--- src/rtl/hrl_pkg.sv ---
// ----------------------------------------------------------------------------
// hrl_pkg
// Shared types and constants for the hex record loader: event codes, the
// token format carried from the parser front to the address back end, and
// the reset value of the load base register.
// ----------------------------------------------------------------------------
package hrl_pkg;

  // Event codes reported on the result channel
  localparam logic [1:0] EV_DATA = 2'd0;
  localparam logic [1:0] EV_OK   = 2'd1;
  localparam logic [1:0] EV_ERR  = 2'd2;
  localparam logic [1:0] EV_EOF  = 2'd3;

  // Reset value of the load base register
  localparam logic [15:0] LOAD_BASE_RST = 16'h0248;

  // One parsed event, waiting for its destination address
  typedef struct packed {
    logic [1:0] kind;
    logic [7:0] data;
  } hrl_tok_t;

  // Queue status seen by both sides
  typedef struct packed {
    logic full;
    logic empty;
  } hrl_q_stat_t;

endpackage

--- src/rtl/hrl_front.sv ---
// ----------------------------------------------------------------------------
// hrl_front
// Character parser. Waits for a colon, pairs hex digits into bytes, walks
// the record header, data and checksum, and pushes one token per data byte
// and one per checksum verdict into the event queue.
// ----------------------------------------------------------------------------
module hrl_front (
  input  logic            clk,
  input  logic            rst_n,
  input  logic            in_valid,
  output logic            in_ready,
  input  logic [7:0]      in_ascii_char,
  input  hrl_pkg::hrl_q_stat_t q_stat,
  output logic            push,
  output hrl_pkg::hrl_tok_t push_tok
);

  localparam logic [1:0] PH_IDLE   = 2'd0;
  localparam logic [1:0] PH_HEADER = 2'd1;
  localparam logic [1:0] PH_DATA   = 2'd2;
  localparam logic [1:0] PH_CHECK  = 2'd3;

  localparam logic [7:0] CHAR_COLON = 8'h3A;
  localparam logic [7:0] CHAR_UPPER = 8'h41;
  localparam logic [7:0] OFS_DIGIT  = 8'h30;
  localparam logic [7:0] OFS_LETTER = 8'h37;
  localparam logic [7:0] TYPE_EOF   = 8'h01;

  logic [1:0] phase_r, phase_nxt;
  logic       sdd_r, sdd_nxt;
  logic [3:0] high_nib_r, high_nib_nxt;
  logic [1:0] hdr_idx_r, hdr_idx_nxt;
  logic [7:0] left_r, left_nxt;
  logic [7:0] sum_r, sum_nxt;
  logic [7:0] rec_kind_r, rec_kind_nxt;
  logic       done_r, done_nxt;

  logic       accept;
  logic [7:0] diff;
  logic [3:0] nib;
  logic [7:0] pair;
  logic [7:0] sum_add;

  // Take a character whenever the queue has room
  assign in_ready = !q_stat.full;
  assign accept   = in_valid && in_ready;

  // Decode one digit: subtract the digit or letter offset, keep four bits
  assign diff    = (in_ascii_char < CHAR_UPPER) ? (in_ascii_char - OFS_DIGIT)
                                                : (in_ascii_char - OFS_LETTER);
  assign nib     = diff[3:0];
  assign pair    = {high_nib_r, nib};
  assign sum_add = sum_r + pair;

  // Advance the record parser
  always_comb begin
    phase_nxt    = phase_r;
    sdd_nxt      = sdd_r;
    high_nib_nxt = high_nib_r;
    hdr_idx_nxt  = hdr_idx_r;
    left_nxt     = left_r;
    sum_nxt      = sum_r;
    rec_kind_nxt = rec_kind_r;
    done_nxt     = done_r;
    push         = 1'b0;
    push_tok     = '{kind: hrl_pkg::EV_DATA, data: 8'h00};
    if (accept && !done_r) begin
      if (phase_r == PH_IDLE) begin
        if (in_ascii_char == CHAR_COLON) begin
          phase_nxt    = PH_HEADER;
          hdr_idx_nxt  = 2'd0;
          sdd_nxt      = 1'b0;
          sum_nxt      = 8'h00;
          left_nxt     = 8'h00;
          rec_kind_nxt = 8'h00;
        end
      end else if (!sdd_r) begin
        high_nib_nxt = nib;
        sdd_nxt      = 1'b1;
      end else begin
        sdd_nxt = 1'b0;
        unique case (phase_r)
          PH_HEADER: begin
            sum_nxt     = sum_add;
            hdr_idx_nxt = hdr_idx_r + 2'd1;
            if (hdr_idx_r == 2'd0) begin
              left_nxt = pair;
            end else if (hdr_idx_r == 2'd3) begin
              rec_kind_nxt = pair;
              phase_nxt    = (left_r != 8'h00) ? PH_DATA : PH_CHECK;
            end
          end
          PH_DATA: begin
            sum_nxt  = sum_add;
            left_nxt = left_r - 8'd1;
            if (left_r == 8'd1) begin
              phase_nxt = PH_CHECK;
            end
            push     = 1'b1;
            push_tok = '{kind: hrl_pkg::EV_DATA, data: pair};
          end
          PH_CHECK: begin
            // Sum of all bytes including the checksum is zero when correct
            phase_nxt = PH_IDLE;
            push      = 1'b1;
            if (sum_add == 8'h00) begin
              if (rec_kind_r == TYPE_EOF) begin
                done_nxt = 1'b1;
                push_tok = '{kind: hrl_pkg::EV_EOF, data: 8'h00};
              end else begin
                push_tok = '{kind: hrl_pkg::EV_OK, data: 8'h00};
              end
            end else begin
              push_tok = '{kind: hrl_pkg::EV_ERR, data: 8'h00};
            end
          end
          default: begin
            phase_nxt = PH_IDLE;
          end
        endcase
      end
    end
  end

  // Hold parser state
  always_ff @(posedge clk) begin
    if (!rst_n) begin
      phase_r    <= PH_IDLE;
      sdd_r      <= 1'b0;
      high_nib_r <= 4'h0;
      hdr_idx_r  <= 2'd0;
      left_r     <= 8'h00;
      sum_r      <= 8'h00;
      rec_kind_r <= 8'h00;
      done_r     <= 1'b0;
    end else begin
      phase_r    <= phase_nxt;
      sdd_r      <= sdd_nxt;
      high_nib_r <= high_nib_nxt;
      hdr_idx_r  <= hdr_idx_nxt;
      left_r     <= left_nxt;
      sum_r      <= sum_nxt;
      rec_kind_r <= rec_kind_nxt;
      done_r     <= done_nxt;
    end
  end

endmodule

--- src/rtl/hrl_queue.sv ---
// ----------------------------------------------------------------------------
// hrl_queue
// Two-entry event queue between the parser front and the address back end.
// ----------------------------------------------------------------------------
module hrl_queue (
  input  logic                  clk,
  input  logic                  rst_n,
  input  logic                  push,
  input  hrl_pkg::hrl_tok_t     push_tok,
  input  logic                  pop,
  output hrl_pkg::hrl_tok_t     pop_tok,
  output hrl_pkg::hrl_q_stat_t  q_stat
);

  hrl_pkg::hrl_tok_t entry_r [2];
  logic       wr_ptr_r, wr_ptr_nxt;
  logic       rd_ptr_r, rd_ptr_nxt;
  logic [1:0] count_r, count_nxt;
  logic       do_push;
  logic       do_pop;

  assign q_stat.full  = (count_r == 2'd2);
  assign q_stat.empty = (count_r == 2'd0);
  assign do_push      = push && !q_stat.full;
  assign do_pop       = pop && !q_stat.empty;
  assign pop_tok      = entry_r[rd_ptr_r];

  // Advance pointers and occupancy
  always_comb begin
    wr_ptr_nxt = do_push ? !wr_ptr_r : wr_ptr_r;
    rd_ptr_nxt = do_pop ? !rd_ptr_r : rd_ptr_r;
    count_nxt  = count_r + {1'b0, do_push} - {1'b0, do_pop};
  end

  always_ff @(posedge clk) begin
    if (!rst_n) begin
      wr_ptr_r <= 1'b0;
      rd_ptr_r <= 1'b0;
      count_r  <= 2'd0;
    end else begin
      wr_ptr_r <= wr_ptr_nxt;
      rd_ptr_r <= rd_ptr_nxt;
      count_r  <= count_nxt;
    end
  end

  // Store the pushed token
  always_ff @(posedge clk) begin
    if (do_push) begin
      entry_r[wr_ptr_r] <= push_tok;
    end
  end

endmodule

--- src/rtl/hrl_back.sv ---
// ----------------------------------------------------------------------------
// hrl_back
// Address back end. Pops parsed events, attaches load_base plus the running
// write count (zero on an error) and holds the result in the output register.
// ----------------------------------------------------------------------------
module hrl_back (
  input  logic                  clk,
  input  logic                  rst_n,
  input  logic                  cfg_we,
  input  logic [15:0]           cfg_wdata,
  input  hrl_pkg::hrl_q_stat_t  q_stat,
  input  hrl_pkg::hrl_tok_t     pop_tok,
  output logic                  pop,
  output logic                  out_valid,
  input  logic                  out_ready,
  output logic [1:0]            out_event_kind,
  output logic [7:0]            out_data_byte,
  output logic [15:0]           out_dest_address
);

  logic [15:0] base_r;
  logic [15:0] wcnt_r, wcnt_nxt;
  logic        valid_r, valid_nxt;
  logic [1:0]  kind_r;
  logic [7:0]  byte_r;
  logic [15:0] addr_r, addr_nxt;
  logic [15:0] cur_addr;

  // Refill the output register when it is empty or being taken
  assign pop      = !q_stat.empty && (!valid_r || out_ready);
  assign cur_addr = base_r + wcnt_r;

  always_comb begin
    wcnt_nxt  = wcnt_r;
    addr_nxt  = cur_addr;
    valid_nxt = valid_r;
    if (out_ready) begin
      valid_nxt = 1'b0;
    end
    if (pop) begin
      valid_nxt = 1'b1;
      unique case (pop_tok.kind)
        hrl_pkg::EV_DATA: begin
          wcnt_nxt = wcnt_r + 16'd1;
        end
        hrl_pkg::EV_ERR: begin
          // Rewind to the start of the load area
          wcnt_nxt = 16'h0000;
          addr_nxt = base_r;
        end
        default: begin
          addr_nxt = cur_addr;
        end
      endcase
    end
  end

  // Hold config and control state
  always_ff @(posedge clk) begin
    if (!rst_n) begin
      base_r  <= hrl_pkg::LOAD_BASE_RST;
      wcnt_r  <= 16'h0000;
      valid_r <= 1'b0;
    end else begin
      if (cfg_we) begin
        base_r <= cfg_wdata;
      end
      wcnt_r  <= wcnt_nxt;
      valid_r <= valid_nxt;
    end
  end

  // Load the result payload
  always_ff @(posedge clk) begin
    if (pop) begin
      kind_r <= pop_tok.kind;
      byte_r <= pop_tok.data;
      addr_r <= addr_nxt;
    end
  end

  assign out_valid        = valid_r;
  assign out_event_kind   = kind_r;
  assign out_data_byte    = byte_r;
  assign out_dest_address = addr_r;

endmodule

--- src/rtl/hex_record_loader_unit.sv ---
// ----------------------------------------------------------------------------
// hex_record_loader_unit
// Intel HEX record loader: parses hex text and reports data bytes with
// their destination addresses plus one verdict per record.
// ----------------------------------------------------------------------------
// Input channel: one ASCII character per transfer on in_ascii_char.
// Result channel: out_event_kind (data, record ok, checksum error, end of
// file), out_data_byte and out_dest_address.
// Configuration: cfg_we writes cfg_wdata into load_base; write only while
// no transfer is outstanding.
// Throughput: one character per cycle while the queue has room; the parser
// front updates once per character and the address back end retires one
// event per cycle while the receiver takes results. A result passes through
// the event queue and then the output register before it reaches out_valid.
// When the receiver stalls, the output register holds its result and the
// two-entry event queue absorbs further events; in_ready drops only when the
// queue is full. After an end of file record, characters are taken and
// dropped until reset. Reset returns the parser to idle, clears the write
// count and sets load_base to 0x0248.
// ----------------------------------------------------------------------------
module hex_record_loader_unit (
  input  logic        clk,
  input  logic        rst_n,
  input  logic        in_valid,
  output logic        in_ready,
  input  logic [7:0]  in_ascii_char,
  output logic        out_valid,
  input  logic        out_ready,
  output logic [1:0]  out_event_kind,
  output logic [7:0]  out_data_byte,
  output logic [15:0] out_dest_address,
  input  logic        cfg_we,
  input  logic [15:0] cfg_wdata
);

  hrl_pkg::hrl_q_stat_t q_stat;
  hrl_pkg::hrl_tok_t    push_tok;
  hrl_pkg::hrl_tok_t    pop_tok;
  logic                 push;
  logic                 pop;

  hrl_front u_front (
    .clk           (clk),
    .rst_n         (rst_n),
    .in_valid      (in_valid),
    .in_ready      (in_ready),
    .in_ascii_char (in_ascii_char),
    .q_stat        (q_stat),
    .push          (push),
    .push_tok      (push_tok)
  );

  hrl_queue u_queue (
    .clk      (clk),
    .rst_n    (rst_n),
    .push     (push),
    .push_tok (push_tok),
    .pop      (pop),
    .pop_tok  (pop_tok),
    .q_stat   (q_stat)
  );

  hrl_back u_back (
    .clk              (clk),
    .rst_n            (rst_n),
    .cfg_we           (cfg_we),
    .cfg_wdata        (cfg_wdata),
    .q_stat           (q_stat),
    .pop_tok          (pop_tok),
    .pop              (pop),
    .out_valid        (out_valid),
    .out_ready        (out_ready),
    .out_event_kind   (out_event_kind),
    .out_data_byte    (out_data_byte),
    .out_dest_address (out_dest_address)
  );

endmodule

--- config.mk ---
export PLATFORM = sky130hd
export DESIGN_NAME = hex_record_loader_unit
export DESIGN_NICKNAME = d
export VERILOG_FILES = /design/src/rtl/hrl_pkg.sv /design/src/rtl/hrl_front.sv /design/src/rtl/hrl_queue.sv /design/src/rtl/hrl_back.sv /design/src/rtl/hex_record_loader_unit.sv
export SDC_FILE = /design/constraint.sdc
export NUM_CORES = 1
export LEC_CHECK = 0
export BUFFER_PORTS_ARGS = -buffer_cell sky130_fd_sc_hd__buf_2
export CAP_MARGIN = 5
export CORE_MARGIN = 2
export CORE_UTILIZATION = 40
export CTS_CLUSTER_DIAMETER = 50
export DETAILED_ROUTE_END_ITERATION = 8
export PLACE_DENSITY_LB_ADDON = 0.15
export SETUP_SLACK_MARGIN = 0.4
export SYNTH_ARGS = -nofsm -noshare
export SYNTH_HDL_FRONTEND = slang
export SYNTH_SLANG_ARGS = --single-unit
--- constraint.sdc ---
create_clock -name clk -period 3.1 [get_ports clk]
set_input_delay 0 -clock clk [delete_from_list [all_inputs] [get_ports clk]]
set_output_delay 0 -clock clk [all_outputs]
set_load 0.005 [all_outputs]
==> After elaboration in Yosys (flattened, before gate mapping) <==
Memory sizes are Yosys's and may differ from the RTL's. A register that Yosys moved wholly into a read port is not among the register bits.
Cells that the tools add are included.
{ "word_totals": {"regBits": 97, "mem_bits_rw": 20, "input_bits": 29, "out_inout_bits": 28, "memories": 1} }
{ "op_classes": {"add_sub_neg": 9, "magnitude_cmp": 1, "n_eq_ne": 15, "muxes": 47, "bitwise_logic": 2, "reduce_logical": 36} }
{ "memory_table": {"columns": ["memory", "depth", "width", "rd", "rd_ports_with_merged_regs", "wr", "line", "text"], "rows": [
  ["u_queue.entry_r", 2, 10, 1, 1, 1, "hrl_queue.sv:15", "hrl_pkg::hrl_tok_t entry_r [2];"]
]} }
{ "op_table": {"columns": ["op", "count"], "rows": [
  ["8-bit two-way mux", 12],
  ["10-bit two-way mux", 5],
  ["16-bit case mux with 2 select lines", 1],
  ["2-bit two-way mux", 10],
  ["10-bit case mux with 2 select lines", 1],
  ["6-bit AND reduction", 3],
  ["16-bit by 1-bit adder with 16-bit output, second input constant", 1],
  ["16-bit adder", 1],
  ["8-bit by 1-bit equality test with 1-bit output, second input constant", 2],
  ["16-bit two-way mux", 1],
  ["8-bit case mux with 2 select lines", 1],
  ["1-bit two-way mux", 14],
  ["2-bit nonzero test", 6],
  ["2-bit equality test, second input constant", 5],
  ["3-bit by 1-bit inequality test with 1-bit output, second input constant", 3],
  ["8-bit adder", 1],
  ["8-bit by 6-bit equality test with 1-bit output, second input constant", 1],
  ["2-bit zero test", 4],
  ["8-bit zero test", 1],
  ["8-bit by 7-bit less-than comparator with 1-bit output, second input constant", 1],
  ["4-bit AND reduction", 2],
  ["8-bit nonzero test", 1],
  ["8-bit by 1-bit subtractor with 8-bit output, second input constant", 1],
  ["1-bit zero test", 6],
  ["other kinds (19)", 26]
]} }

==> Longest topological paths before layout <==
{ "logic_depth": {"ltp_word": 9, "depth_mapped": 16, "ltp_nobuf": 16} }

==> Hierarchy <==
From an unflattened synthesis, not the netlist that was laid out.
{ "unflattened": {"hier_cells": 658, "area_unflattened_um2": 6386.1} }
{ "modules_own_cells": {"columns": ["mod", "n_inst", "cells_per_inst", "area_each_um2"], "rows": [
  ["hrl_back", 1, 302, 3050.4],
  ["hrl_front", 1, 298, 2378.5],
  ["hrl_queue", 1, 58, 957.2]
]} }

==> Worst setup path after synthesis <==
No wires, ideal clock.
{ "synth_timing": {"path_kind": "input -> register", "startpoint": "input port in_ascii_char[0]", "endpoint": "memory u_queue.entry_r[0][9] (netlist bit), data pin", "setup_ps": 258, "arrival_ps": 2811, "required_time_ps": 2842, "setup_slack_ps": 31, "stages": 16, "path_buffers": 0, "cell_sequence": "inv_1 ha_1 or4b_1 o21ai_1 nand2_1 xnor2_1 inv_2 ha_1 inv_1 fa_1 nand2b_1 o21ai_0 a22oi_1 nor4b_1 nand4_1 o21ba_1"} }
{ "synth_rtl": {"columns": ["item", "line", "text"], "rows": [
  ["start, declared", "hex_record_loader_unit.sv:26", "input logic [7:0] in_ascii_char,"],
  ["end, declared", "hrl_queue.sv:15", null]
]} }

==> flow_metrics.tcl <==
set metrics [dict create \
    clockBufferDepth 2 \
    antenna_found_initial 0 \
    io_buffers 56 \
    drt_first_pass_iters 5 \
    ys_seq_elements 118 \
    clk-insertion-delay-late_ps 430 \
    ant_nets 0 \
    hold_viol_final 0 \
    die_area_um2 16700 \
    path_max_fanout 4 \
    cts_inserted_buffers 17 \
    syn-num-nets 720 \
    cp-end-kind "flip-flop" \
    final_area_um2 8000 \
    die_w_um 129 \
    gr-usage-all-layers_pct 18.7 \
    cts.sinks 118 \
    n_antenna_cell 0 \
    power.density_nw_per_um2 561 \
    root_buffer "clkbuf_16" \
    synth_warnings 0 \
    finalCriticalPeriod_ps 2790 \
    cts_tree "yes" \
    crit_type "in2reg" \
    status "completed" \
    ys_seq_area_share_pct 45.0 \
    grt_pass1_wl_um 23900 \
    p_leak_nw 3.14 \
    nets 825 \
    placed_area_um2 7040 \
    regArea_um2 2820 \
    htreeDepth 4 \
    syn_area_um2 6270 \
    num_rows 45 \
    synth.most_common_cell "nor2_1" \
    gp_congestion 0.831 \
    yosysTopAreaCellShare_pct 23.0 \
    start_util_pct 41.1 \
    synth-async-reset-ratio_pct 0 \
    syn_inst 652 \
    drc 0 \
    first_global_vias 4879 \
    vias 5098 \
    slew_violations 0 \
    drt_iter0_drc 387 \
    hpwl_um 10400 \
    avgViaCountPerCell 5.20 \
    routed_wl_um 14900 \
    ios 57 \
    grt_max_degree 38 \
    hold_class "in2reg" \
    synth_edf_count 46 \
    worstPathArrival_ps 2960 \
    coreArea_um2 15300 \
    post-route-period-util_pct 89.9 \
    synth_common_cells "nor2_1 (79), dfxtp_1 (72), nand2_1 (49)" \
    ys_types 70 \
    grt-ovfl-total 0 \
    clkTransAtPathRegs_ps 50 \
    max_freq_mhz 359 \
    final-setup-viol-count 0 \
    post-synth-top-area-cell "dfxtp_1" \
    die-height_um 129 \
    tns_ps 0 \
    rsz0062_at_grt "true" \
    synthTopCellsByArea "dfxtp_1 (23%), edfxtp_1 (22%), ha_1 (7.4%)" \
    wl_per_cell_um 15.2 \
    drive_gt1_share_pct 22.5 \
    max_cap_viol_count 0 \
    tightestPinTransition_ps 851 \
    crit_required_ps 3270 \
    area_delta_synth_final_pct 27.6 \
    nFillCells 1388 \
    multiInputGateArea_um2 3450 \
    crit_path_start_kind "input pin" \
    clock_skew_ps 8.55 \
    ir_worst_vdd_uv 446 \
    synth.avg_cell_area_um2 9.62 \
    relSlewSlack_pct 43.3 \
    dominantRegCellSynth "dfxtp_1" \
]
through the flow:
| stage | utilization, % | hold slack (ps) | instances | setup WS, ps | power, mW |
|---|---|---|---|---|---|
| final | 52.4 | 47.7 | 981 | 314 | 4.49 |
| after global routing | 52.4 | 75.7 | 981 | 170 | 4.70 |
| after CTS | 51.9 | 43.6 | 979 | 352 | 4.52 |
| after detailed placement | 46.1 | 225 | 923 | -330 | 2.57 |
| after global placement | 46.1 | 222 | 923 | -250 | 2.55 |
| after floorplan | - | 129 | 652 | 162 | 2.28 |
where the power goes:
group          internal, mW  switching, mW
combinational         0.317          0.393
clock                  1.19          0.717
sequential             1.81         0.0598
total                  3.32           1.17
cell families (layout without fill, tap and decap cells):
group	Yosys count	after routing	share of synthesized area (%)
xor gates and xnor gates	35	35	4.89
DFF	118	118	45.0
adders and majority gates	39	39	8.02
buffers and inverters	54	172	3.31
AOI/OAI and AO/OA	138	138	14.2
muxes	33	33	5.55
and+or+nand+nor	235	235	19.0
repair_timing:
| item | in CTS | in global routing |
|---|---|---|
| gates resized for setup | 15 | 15 |
| pin swaps | 18 | 13 |
| buffers inserted | 4 | 2 |
| endpoints found under the setup margin | 6 | 13 |
| hold endpoints to repair | 17 | 0 |
| hold buffers | 20 | 0 |
area by class of cell:
type                            instances  share of cell area, %
Clock inverter                         13                   1.63
Inverter                               33                   1.74
Multi-Input combinational cell        480                   43.2
Timing Repair Buffer                  107                   9.38
Tap cell                              211                   3.30
Clock buffer                           19                   5.53
Sequential cell                       118                   35.3
state kept, by name, summed over array words and instances, names as in the netlist, named ones only:
signal                   count
u_back.base_r               16
u_back.out_data_byte         8
u_back.out_dest_address     16
u_back.out_event_kind        2
u_back.out_valid             1
u_back.wcnt_r               16
u_front.done_r               1
u_front.hdr_idx_r            2
u_front.high_nib_r           4
u_front.left_r               8
u_front.phase_r              2
u_front.rec_kind_r           8
u_front.sdd_r                1
u_front.sum_r                8
u_queue.count_r              2
u_queue.entry_r             20
u_queue.rd_ptr_r             1
u_queue.wr_ptr_r             1
placed cells by master (no fill, tap or decap), types with 10 or more instances in the layout:
cell and instances:
buf_4 29, inv_1 26, mux2_2 11, nor3_1 15, nand2_1 48, ha_1 33
clkbuf_16 17, o31ai_1 10, xnor2_1 15, a21oi_1 32, xor2_1 16, nor2_1 77
edfxtp_1 46, a211oi_1 10, o21ai_0 23, nand4_1 12, o21ai_1 12, mux2i_1 21
buf_2 54, dlygate4sd3_1 20, dfxtp_1 72
layer usage:
layer	up-vias	part of all wire (%)	wire length, um	global-route usage (%)
li1	2545	-	-	-
met1	2438	48	7210	24.3
met2	97	47	6940	29.8
met3	18	3.9	577	5.53
met4	0	1.0	152	6.20
met5	-	0	0	0
critical path: stages:
cell and delay, ps:
buf_12 110, inv_12 40, ha_4 110, or4b_4 460
o21ai_4 190, nand2_4 100, xnor2_4 140, inv_2 70
ha_4 130, inv_2 40, fa_2 400, xor2_2 190
a22o_1 170, a22oi_2 60, nor4b_2 290, nand4_1 200
o21ba_1 240
path summary, 6_finish.rpt:
path,startpoint,to,slack (ps),cells past startpoint
setup / recovery,in_ascii_char[0],u_queue.entry_r[1][9],310,17
hold / removal,in_valid,u_front.sdd_r,50,5
setup reg to reg,u_back.wcnt_r[0],u_back.out_dest_address[14],670,9
hold reg to reg,u_front.rec_kind_r[6],u_front.rec_kind_r[6],450,2
Power figures use the tool's default switching activity.
